[config.mk]
export PLATFORM = sky130hd
export DESIGN_NAME = ptx_matrix
export DESIGN_NICKNAME = d
export VERILOG_FILES = /design/src/hw/rtl/ptx_pkg.sv /design/src/hw/rtl/ptx_matrix.sv
export SDC_FILE = /design/constraint.sdc
export NUM_CORES = 1
export LEC_CHECK = 0
export BUFFER_PORTS_ARGS = -buffer_cell sky130_fd_sc_hd__buf_2
export CORE_ASPECT_RATIO = 1.5
export CORE_MARGIN = 1.5
export CORE_UTILIZATION = 28
export CTS_BUF_LIST = sky130_fd_sc_hd__clkbuf_16
export DETAILED_ROUTE_END_ITERATION = 10
export PLACE_DENSITY_LB_ADDON = 0.05
export SLEW_MARGIN = 20
export SYNTH_ARGS = -nofsm -noshare
export SYNTH_HDL_FRONTEND = slang
export SYNTH_SLANG_ARGS = --single-unit
[constraint.sdc]
create_clock -name clk -period 2.2 [get_ports clk]
set_clock_uncertainty 0.15 [all_clocks]
set_input_delay 0.44 -clock clk [delete_from_list [all_inputs] [get_ports clk]]
set_output_delay 0.44 -clock clk [all_outputs]
set_load 0.05 [all_outputs]
[src/hw/rtl/ptx_pkg.sv]
`default_nettype none

package ptx_pkg;

  // Fixed field widths
  localparam int DATA_W        = 32;
  localparam int ROW_W         = 2;
  localparam int N_ROWS        = 4;
  localparam int N_ENT         = N_ROWS * N_ROWS;
  localparam int ENT_W         = $clog2(N_ENT);
  localparam int FRAC_BITS_DEF = 16;

  // Full-precision product and sum of three products plus translation
  localparam int PROD_W = 2 * DATA_W;
  localparam int SUM_W  = PROD_W + 2;

  typedef logic signed [DATA_W-1:0] word_t;

  // Item kinds
  typedef enum logic {
    KIND_LOAD  = 1'b0,
    KIND_XFORM = 1'b1
  } kind_t;

  localparam word_t WORD_MAX = {1'b0, {(DATA_W-1){1'b1}}};
  localparam word_t WORD_MIN = {1'b1, {(DATA_W-1){1'b0}}};

  // Pipeline load strobes handed to the dot-product lanes
  typedef struct packed {
    logic s1_load;
    logic s2_load;
  } ctl_t;

endpackage

`default_nettype wire

[src/hw/rtl/ptx_matrix.sv]
`default_nettype none

// Column-major 4x4 matrix; entry (row r, col c) sits at index r + 4*c.
module ptx_matrix #(
  parameter int FRAC_BITS = ptx_pkg::FRAC_BITS_DEF
) (
  input  wire logic                                      clk,
  input  wire logic                                      rst_n,
  input  wire logic                                      wr_en,
  input  wire logic [ptx_pkg::ROW_W-1:0]                 wr_row,
  input  wire logic [ptx_pkg::N_ROWS-1:0][ptx_pkg::DATA_W-1:0] wr_data,
  output logic      [ptx_pkg::N_ENT-1:0][ptx_pkg::DATA_W-1:0]  mat
);

  localparam int DW = ptx_pkg::DATA_W;
  localparam logic [DW-1:0] ONE = {{(DW-1){1'b0}}, 1'b1} << FRAC_BITS;

  for (genvar i = 0; i < ptx_pkg::N_ENT; i++) begin : g_ent
    localparam int ROW = i % ptx_pkg::N_ROWS;
    localparam int COL = i / ptx_pkg::N_ROWS;
    localparam logic [DW-1:0] RST_VAL = (ROW == COL) ? ONE : '0;

    logic [DW-1:0] ent_r;

    // Entry resets to identity, load writes its column slot of the row
    always_ff @(posedge clk) begin
      if (!rst_n) begin
        ent_r <= RST_VAL;
      end else if (wr_en && (wr_row == ptx_pkg::ROW_W'(ROW))) begin
        ent_r <= wr_data[COL];
      end
    end

    assign mat[i] = ent_r;
  end

endmodule

`default_nettype wire

After elaboration in Yosys (flattened, before gate mapping)
Cells that the tools add are included.
W data, S select, Z words.
- register bits after elaboration: 512
- input port bits: 133
- output and inout bits: 512
- logic and storage cells: 24
- equal/unequal tests: 3
- reductions and logical operators: 5
- operators with widths (cell ; number):
    $eq A2 B2 Y1 const B ; 2
    $logic_and A1 B1 Y1 ; 4
    $eq A2 B1 Y1 const B ; 1
    $logic_not A2 Y1 ; 1

Logic depth before layout (Yosys ltp)
- depth after elaboration: 2
- mapped depth: 6
- mapped depth without buffers: 2

Worst setup path before layout
Ideal clock, no wire load.
- path kind: input to register
- start point: in wr_row[0] (netlist bit)
- end point: reg g_ent[0].ent_r[10]
- library setup time: 0.072 ns
- arrival: 1.351 ns
- required time: 1.978 ns
- slack: 0.628 ns
- stages on the path: 5
- path buffers: 3
- cells stage by stage: buf_4 -> nor3b_4 -> buf_6 -> buf_8 -> mux2i_1
- word-level cells in the longest chain between the ends: 2
- RTL lines (what ; line ; text):
    start: declaration ; ptx_matrix.sv:10 ; input wire logic [ptx_pkg::ROW_W-1:0] wr_row,
    $logic_not A2 Y1 ; ptx_matrix.sv:29 ; end else if (wr_en && (wr_row == ptx_pkg::ROW_W'(ROW))) begin
    $logic_and A1 B1 Y1 ; ptx_matrix.sv:29 ;
    end signal: assignment ; ptx_matrix.sv:30 ; ent_r <= wr_data[COL];
    end: declaration ; ptx_matrix.sv:23 ; logic [DW-1:0] ent_r;
No other way between the ends.
A chain may end at the register's enable or synchronous reset.

Final worst setup path
- start point: reg g_ent[11].ent_r[0]
- end point: out mat[352] (netlist bit)
- RTL lines (what ; line ; text):
    start: declaration ; ptx_matrix.sv:23 ;
    start signal: assignment ; ptx_matrix.sv:30 ;
    end: declaration ; ptx_matrix.sv:12 ; output logic [ptx_pkg::N_ENT-1:0][ptx_pkg::DATA_W-1:0] mat
No word-level cell between the ends.

==> flow_summary.toml <==
[placed_design]
dp_hpwl_um = 50100
portBuffers = 644
place_area_um2 = 23200
globalplace.congestion = 0.761

[logic_synthesis]
synthFlopType = "dfxtp_1"
synth-edff-count = 0
yosys_register_bits = 512
syn-num-nets = 1937
synth_top_area_share_pct = 54.5
syn-instance-count = 1804
yosysTopAreaCell = "dfxtp_1"
avgSynthCellArea_um2 = 10.4
syn_area_um2 = 18800
netlist_top_cells_area = "dfxtp_1 55%, mux2i_1 27%, nand2_1 13%"
seq_area_frac_synth_pct = 54.5
ys_types = 23
ys_warn_count = 0
ys_async_sr_fraction_pct = 0

[grt]
grt_pass1_vias = 15005
grt_max_degree = 90
grt.overflow.total = 0
grt.total_usage_pct = 18.9
grt_pass1_wl_um = 98700
antenna_found_initial = 6

[clocking]
post_cts_resized = 0
cts_inserted_buffers = 51
post_cts_buffers = 0
clock_path_buffers = 3
htreeDepth = 2
path_clk_slew_ps = 60
cts-root-buf = "clkbuf_16"
cts_tree = "built"
cts_sinks = 512
clk_latency_ps = 590
ctsHoldBuffers = 24

[final_layout]
drive_gt1_share_pct = 31.4
final_design_area_no_fill_um2 = 25000
largest_register = "g_ent.ent_r"
final_cell_mix = "643 x buf_2, 636 x nand2_1, 512 x dfxtp_1"
syn2layout_area_growth_pct = 33.1
final_common_cell = "buf_2"
largest_reg_flops = 512
largestRegisters = "g_ent.ent_r x512"
layout.nets = 2602

[floorplan]
die_w_um = 215
row_count = 116
die_area_um2 = 68700
coreArea_um2 = 66600
die_h_um = 320
io_pins = 645
start_util_pct = 28.2

[setup_path]
critPathTopFamily = "flip-flops"
cp.buffers_inverters = 1
startpoint_type = "flop"
worst_ep_arrival_time_ps = 1300
required_ps = 1610
crit_path_cell_trace = "buf_2"
critPathSlowestCell = "dfxtp_1"
worstSetupEndpointType = "primary output"
critPathMaxStageDelay_ps = 390
setup.worst_path.class = "flop to primary output"
cp_max_fo = 2

[worst_hold_path]
hp-class = "input port to flop"

[sta]
period_share_pct = 86.0
finalHoldViolCount = 0
relSlewSlack_pct = 72.3
tns_ps = 0
min_period_ps = 1890
fmax_mhz = 529
worstMarginPinSlew_ps = 415
finalSetupViolCount = 0
slew_viol_final = 0
rsz0062_at_grt = "false"

[routing]
drc = 0
first_pass_iters = 4
drtIter0Drc = 669
via_per_inst = 4.37
wirelength_um = 66700
ant_nets = 0
vias = 14840
wl_per_cell_um = 19.6

[power_and_ir_drop]
ir_worst_vdd_mv = 0.467
p_leak_nw = 13.2
power_density_nw_per_um2 = 844

[flow_run]
drv_cap = 0

[run_status]
status = "complete, no violations"
-- synth_stat cells, types with 2 or more instances --
library cell and number:
dfxtp_1 512, buf_8 2, inv_1 3, clkbuf_1 46, buf_4 27, o211ai_1 2, buf_2 25, and4b_1 2
buf_6 14, mux2i_1 508, nand2_1 636, buf_1 6, buf_12 11
-- power breakdown --
group	leakage, nW	internal, mW	switching (mW)
clock network	0.792	4.67	3.77
logic	8.28	0.779	2.13
registers	4.16	9.60	0.168
total	13.2	15.0	6.07
-- worst paths after layout --
check | startpoint | cells past startpoint | endpoint | slack (ps)
worst max-delay path | g_ent[11].ent_r[0] | 1 | mat[352] | 310
worst min-delay path | wr_data[13] | 3 | g_ent[2].ent_r[13] | 30
worst max register to register | g_ent[15].ent_r[16] | 2 | g_ent[15].ent_r[16] | 1380
worst min register to register | g_ent[14].ent_r[16] | 2 | g_ent[14].ent_r[16] | 300
-- logic make-up (layout without fill, tap and decap cells) --
logic type | count (synthesis) | in the layout | share of synthesized area, %
flops | 512 | 512 | 54.5
simple gates | 645 | 645 | 13.2
other cells | 0 | 2 | 0
buf+inv | 134 | 837 | 5.01
compound gates | 5 | 5 | 0.186
mux | 508 | 508 | 27.0
-- layout make-up --
class | instances | area [um^2]
Antenna cell | 2 | 5.00
Clock inverter | 38 | 234
Inverter | 3 | 11.3
Clock buffer | 53 | 1330
Sequential cell | 512 | 10200
Tap cell | 885 | 1110
Fill cell | 6823 | 41600
Timing Repair Buffer | 743 | 4470
Multi-Input combinational cell | 1158 | 7620
-- per-stage QoR --
step                      power [mW]  util [%]  hold slack (ps)  setup slack (ps)  cells
after CTS                       21.5      37.6            0.286               222   3392
after detailed placement        12.9      34.9              294               246   3277
after global routing            22.0      37.6             28.4               222   3394
final                           21.1      37.6             32.6               308   3394
after floorplan                 12.0         -              472               628   1804
after global placement          12.9      34.9              291               254   3277
-- metal layers --
layer | share of wire (%) | vias up | wire, um | GRT usage [%]
met5 | 0.040 | - | 27 | 0
met3 | 7.7 | 102 | 5140 | 6.40
li1 | - | 7259 | - | -
met4 | 3.6 | 4 | 2380 | 7.36
met2 | 49 | 484 | 32900 | 33.0
met1 | 39 | 6991 | 26200 | 21.1
Note: power is estimated with default switching activity, not from simulation.
