[config.mk]
export PLATFORM = sky130hd
export DESIGN_NAME = ptx_out_flat
export DESIGN_NICKNAME = d
export VERILOG_FILES = /design/src/hw/rtl/ptx_pkg.sv /design/src/hw/rtl/ptx_out_if.sv /design/src/hw/rtl/ptx_out.sv /design/src/flat_wrapper.sv
export SDC_FILE = /design/constraint.sdc
export NUM_CORES = 1
export LEC_CHECK = 0
export ABC_AREA = 1
export BUFFER_PORTS_ARGS = -buffer_cell sky130_fd_sc_hd__buf_2
export CELL_PAD_IN_SITES_DETAIL_PLACEMENT = 1
export CELL_PAD_IN_SITES_GLOBAL_PLACEMENT = 2
export CORE_MARGIN = 2
export CORE_UTILIZATION = 24
export DETAILED_ROUTE_END_ITERATION = 16
export PLACE_DENSITY = 0.85
export SYNTH_ARGS = -nofsm -noshare
export SYNTH_HDL_FRONTEND = slang
export SYNTH_SLANG_ARGS = --single-unit
[constraint.sdc]
create_clock -name clk -period 13.97 [get_ports clk]
set_input_delay 2.794 -clock clk [delete_from_list [all_inputs] [get_ports clk]]
set_output_delay 2.794 -clock clk [all_outputs]
set_load 0.01 [all_outputs]
[src/hw/rtl/ptx_pkg.sv]
`default_nettype none

package ptx_pkg;

  // Fixed field widths
  localparam int DATA_W        = 32;
  localparam int ROW_W         = 2;
  localparam int N_ROWS        = 4;
  localparam int N_ENT         = N_ROWS * N_ROWS;
  localparam int ENT_W         = $clog2(N_ENT);
  localparam int FRAC_BITS_DEF = 16;

  // Full-precision product and sum of three products plus translation
  localparam int PROD_W = 2 * DATA_W;
  localparam int SUM_W  = PROD_W + 2;

  typedef logic signed [DATA_W-1:0] word_t;

  // Item kinds
  typedef enum logic {
    KIND_LOAD  = 1'b0,
    KIND_XFORM = 1'b1
  } kind_t;

  localparam word_t WORD_MAX = {1'b0, {(DATA_W-1){1'b1}}};
  localparam word_t WORD_MIN = {1'b1, {(DATA_W-1){1'b0}}};

  // Pipeline load strobes handed to the dot-product lanes
  typedef struct packed {
    logic s1_load;
    logic s2_load;
  } ctl_t;

endpackage

`default_nettype wire

[src/hw/rtl/ptx_out_if.sv]
`default_nettype none

interface ptx_out_if;
  logic                              valid;
  logic                              ready;
  logic signed [ptx_pkg::DATA_W-1:0] out_x;
  logic signed [ptx_pkg::DATA_W-1:0] out_y;
  logic signed [ptx_pkg::DATA_W-1:0] out_z;
  logic signed [ptx_pkg::DATA_W-1:0] out_w;
  logic                              saturated;

  modport source (output valid, out_x, out_y, out_z, out_w, saturated, input ready);
  modport sink   (input valid, out_x, out_y, out_z, out_w, saturated, output ready);
endinterface

`default_nettype wire

[src/hw/rtl/ptx_out.sv]
`default_nettype none

// Floor shift, clamp to 32 bits and hold the result item until taken.
module ptx_out #(
  parameter int FRAC_BITS = ptx_pkg::FRAC_BITS_DEF
) (
  input  wire logic                                              clk,
  input  wire logic                                              rst_n,
  input  wire logic                                              sum_vld,
  input  wire logic [ptx_pkg::N_ROWS-1:0][ptx_pkg::SUM_W-1:0]    sums,
  output logic                                                   out_free,
  ptx_out_if.source                                              out_ch
);

  localparam int DW = ptx_pkg::DATA_W;
  localparam int SW = ptx_pkg::SUM_W;
  localparam int NR = ptx_pkg::N_ROWS;

  logic [NR-1:0][DW-1:0] res_nxt;
  logic [NR-1:0][DW-1:0] res_r;
  logic [NR-1:0]         clip;
  logic                  sat_r;
  logic                  vld_r, vld_nxt;
  logic                  load;

  // Per lane: bits above the result word must all match the sign
  always_comb begin
    for (int r = 0; r < NR; r++) begin
      clip[r] = !((&sums[r][SW-1:FRAC_BITS+DW-1]) || !(|sums[r][SW-1:FRAC_BITS+DW-1]));
      if (!clip[r]) begin
        res_nxt[r] = sums[r][FRAC_BITS+DW-1:FRAC_BITS];
      end else if (sums[r][SW-1]) begin
        res_nxt[r] = ptx_pkg::WORD_MIN;
      end else begin
        res_nxt[r] = ptx_pkg::WORD_MAX;
      end
    end
  end

  assign out_free = !vld_r || out_ch.ready;
  assign load     = sum_vld && out_free;
  assign vld_nxt  = out_free ? sum_vld : 1'b1;

  always_ff @(posedge clk) begin
    if (!rst_n) begin
      vld_r <= 1'b0;
    end else begin
      vld_r <= vld_nxt;
    end
  end

  always_ff @(posedge clk) begin
    if (load) begin
      res_r <= res_nxt;
      sat_r <= |clip;
    end
  end

  assign out_ch.valid     = vld_r;
  assign out_ch.out_x     = res_r[0];
  assign out_ch.out_y     = res_r[1];
  assign out_ch.out_z     = res_r[2];
  assign out_ch.out_w     = res_r[3];
  assign out_ch.saturated = sat_r;

endmodule

`default_nettype wire

[src/flat_wrapper.sv]
// flat-port wrapper written by rule: the top's interface ports become plain ports
module ptx_out_flat 
#(
  parameter int FRAC_BITS = ptx_pkg::FRAC_BITS_DEF
)
  (clk, rst_n, sum_vld, sums, out_free, out_ch_valid, out_ch_out_x, out_ch_out_y, out_ch_out_z, out_ch_out_w, out_ch_saturated, out_ch_ready);
  ptx_out_if out_ch_i ();
  input  wire logic clk;
  input  wire logic rst_n;
  input  wire logic sum_vld;
  input  wire logic [ptx_pkg::N_ROWS-1:0][ptx_pkg::SUM_W-1:0] sums;
  output logic out_free;
  output wire logic [$bits(out_ch_i.valid)-1:0] out_ch_valid;
  output wire logic [$bits(out_ch_i.out_x)-1:0] out_ch_out_x;
  output wire logic [$bits(out_ch_i.out_y)-1:0] out_ch_out_y;
  output wire logic [$bits(out_ch_i.out_z)-1:0] out_ch_out_z;
  output wire logic [$bits(out_ch_i.out_w)-1:0] out_ch_out_w;
  output wire logic [$bits(out_ch_i.saturated)-1:0] out_ch_saturated;
  input wire logic [$bits(out_ch_i.ready)-1:0] out_ch_ready;
  assign out_ch_valid = out_ch_i.valid;
  assign out_ch_out_x = out_ch_i.out_x;
  assign out_ch_out_y = out_ch_i.out_y;
  assign out_ch_out_z = out_ch_i.out_z;
  assign out_ch_out_w = out_ch_i.out_w;
  assign out_ch_saturated = out_ch_i.saturated;
  assign out_ch_i.ready = out_ch_ready;
  ptx_out #(.FRAC_BITS(FRAC_BITS)) u_core (.clk(clk), .rst_n(rst_n), .sum_vld(sum_vld), .sums(sums), .out_free(out_free), .out_ch(out_ch_i));
endmodule
Word level (Yosys, flattened, before mapping) --
Cells that the tools add are included.
Word-level totals: output and inout bits 131, bits of input ports 268, register bits after elaboration 130
Operators by class: reduce and logical (&&, ||, !) cells 24, mux-type cells 9
Operators by type and width (number):
- $mux W32 | 8
- $reduce_and A19 Y1 | 4
- $reduce_or A19 Y1 | 4
- $logic_not A1 Y1 | 9
- $logic_or A1 B1 Y1 | 5
- $reduce_or A4 Y1 | 1
- $logic_and A1 B1 Y1 | 1
- $mux W1 | 1

Longest topological paths before layout --
depth in word-level cells 5, gate-level depth with buffers 9

Worst setup path before layout --
No wires, ideal clock.
path type input-to-reg, start point input sum_vld, end point register u_core.res_r (netlist bit u_core.out_ch.out_w[0]) (enable), path slack 4.268 ns, required time 13.310 ns, data arrival time 9.043 ns, cell stages on the path 2, library setup time 0.660 ns, cell sequence inv_1 a21oi_1
On the way: cells in the longest elaborated chain, start to end 1
RTL lines:
- start, declared | line flat_wrapper.sv:10 | input wire logic sum_vld;
- $logic_and A1 B1 Y1 | line ptx_out.sv:41 | assign load = sum_vld && out_free;
- named net u_core.load | line ptx_out.sv:24 | logic load;
- end signal, assigned | line ptx_out.sv:54 | res_r <= res_nxt;
- end, declared | line ptx_out.sv:20 | logic [NR-1:0][DW-1:0] res_r;
The timed path passes the listed nets, and every way through them passes these cells. A chain may end at the register's enable or synchronous reset.

Final worst setup path --
start point input out_ch_ready, end point output out_free
On the way: cells in the longest elaborated chain, start to end 1
RTL lines:
- start, declared | line flat_wrapper.sv:19 | input wire logic [$bits(out_ch_i.ready)-1:0] out_ch_ready;
- $logic_or A1 B1 Y1 | line ptx_out.sv:40 | assign out_free = !vld_r || out_ch.ready;
- end, declared | line flat_wrapper.sv:12 | output logic out_free;
No other way between the ends.

==> impl_metrics.ini <==
[synthesis]
synth_mux_area_share_pct = 0
synth_top_area_share_pct = 67.9
synth_fa_ha_area_share_pct = 0
synth_seq_area_share_pct = 68.2
async_flop_share_pct = 0
ys_top_cells_by_count = nand2_1 (293), edfxtp_1 (129), nor2_1 (55)
synth_area_mm2 = 0.00571
syn_area_per_cell_um2 = 10.5
synth-compound-area-share_pct = 0.219
synth_cells = 546
synth_top_family_by_area = simple AND/OR/NAND/NOR gates
ys_types = 22
yosysMostFrequentCell = nand2_1
synth_nets = 814
synth-simple-area-share_pct = 26.7
synth_warnings = 0
ys_ff_latch = 130
ys.flop_type = edfxtp_1
synth_xor_area_share_pct = 0
yosys-top-cells-area = edfxtp_1 (68%), nand2_1 (19%), nor2_1 (3.6%)
synth_edf_count = 129
synth_top_area_cell = edfxtp_1

[final_layout]
syn2layout_area_growth_pct = 45.2
fin_cells = 1209
n_fill_cell = 2821
final-seq-area_mm2 = 0.00389
layout-drive-gt1-share_pct = 42.7
multi_input_comb_area_mm2 = 0.00155
fin_area_mm2 = 0.00829
finish.net_count = 1143

[cts]
cts_made_buffers = 17
postCtsSetupRepairBufs = 0
tritoncts = yes
clk_pin_slew_worst_paths_ns = 0.05
ctsRootBufferMaster = clkbuf_16
cts_buffer_depth = 2
h-tree-depth = 4
clkSinkCount = 130
cts_hold_buf = 0
cts-resized-gates = 0
worstSkewPairLatency_ns = 0.41

[routing]
drc = 0
routedWlPerCell_um = 14.5
vias = 4964
drtPass1Iterations = 4
drt_iter0_drc = 216
via_per_inst = 4.11
drt_wl_total_um = 17500
postRouteAntennaNets = 0

[critical_path]
start_kind = input pin
critPathCaptureType = output pin
required_ns = 11.18
path_max_fanout = 2
critical_path_class = input pin to output pin
arrival_ns = 3.23

[power_and_ir_drop]
leakage_nw = 3.72
irDropWorstVdd_mv = 0.0604
power_density_mw_per_mm2 = 133
p_total_w = 0.00110

[timing]
fin_skew_ns = 0.00761
worstMarginPinSlew_ns = 1.03
slew_violations = 0
fin_tns_setup_ns = 0
period_share_pct = 43.1
setup-violations-final = 0
period_needed_ns = 6.02
slew_headroom_pct = 31.2
hold_viol_final = 0
fmax_ghz = 0.166
whs_ns = 0.545
rsz0062_at_grt = false

[hold_path]
min_path_type = flop to flop

[placed_design]
placed_cell_area_mm2 = 0.00757
dp_cells = 1175
portBuffers = 334
dp_hpwl_um = 13100
gp_congestion = 0.772

[global_route]
grtUsageTotal_pct = 13.6
grt_max_degree = 79
grt_pass1_vias = 4903
grt_pass1_wl_um = 25700
antenna_found_initial = 4
grt_overflow = 0

[floorplan]
dieArea_mm2 = 0.0250
io_pins = 399
start_util_pct = 24.4
die_y_um = 158
core_mm2 = 0.0234
rows = 56
die_w_um = 158

[job]
maxCapViolCount = 0

[outcome]
status = finished, final reports clean
area by class of cell:
class	instances	area share, %
Sequential cell	130	47.0
Tap cell	319	4.82
Clock buffer	18	5.18
Clock inverter	14	3.43
Antenna cell	2	0.0604
Timing Repair Buffer	338	20.5
Multi-Input combinational cell	381	18.7
Inverter	7	0.317
state kept, by name, summed over array words and instances (netlist names):
signal / count
u_core.out_ch.out_w: 32
u_core.out_ch.out_x: 32
u_core.out_ch.out_y: 32
u_core.out_ch.out_z: 32
u_core.out_ch.saturated: 1
u_core.out_ch.valid: 1
per-stage QoR:
step	utilization, %	worst slack, ns
final	35.4	7.95
after CTS	35.4	7.93
after global routing	35.4	7.91
after floorplan	-	4.27
after global placement	32.3	7.95
after detailed placement	32.3	7.93
where the power goes:
part / internal (W) / switching, W / leakage, nW / total (W)
clock: 0.000371 / 0.000170 / 0.344 / 0.000541
combinational: 0.0000419 / 0.0000552 / 2.12 / 0.0000971
sequential: 0.000457 / 0.00000504 / 1.25 / 0.000462
total: 0.000869 / 0.000230 / 3.72 / 0.00110
worst max-delay path: stages:
cell and delay [ns]:
buf_2 0.11, inv_1 0.11, nand2_1 0.08, buf_2 0.14
cell families after synthesis:
| kind of cell | after synthesis |
|---|---|
| compound gates | 2 |
| flops | 130 |
| simple gates | 379 |
| buf+inv | 35 |
layer usage:
metal / GRT usage, % / up-vias / part of all wire, %
li1: - / 2447 / -
met1: 15.0 / 2287 / 39
met2: 23.4 / 198 / 50
met3: 4.93 / 28 / 8.5
met4: 5.92 / 4 / 2.1
met5: 0 / - / 0.19
path summary, 6_finish.rpt:
path	startpoint	endpoint	slack, ns	cells after the start
setup / recovery	out_ch_ready	out_free	7.95	4
hold / removal	u_core.out_ch.valid	u_core.out_ch.valid	0.55	2
setup reg to reg	u_core.out_ch.valid	u_core.out_ch.out_x[13]	11.55	3
hold reg to reg	u_core.out_ch.valid	u_core.out_ch.valid	0.55	2
layout by cell type (no fill, tap or decap), drive strengths merged:
master      n
a21boi      1
nand2     296
nand3b      3
dfxtp       1
bufinv      8
diode       2
clkinv      5
inv         7
nand4       8
edfxtp    129
or2         6
buf       338
clkinvlp    1
clkbuf     18
nor2       56
nand3       9
a21oi       1
nor3        1
(Power assumes the default switching activity.)
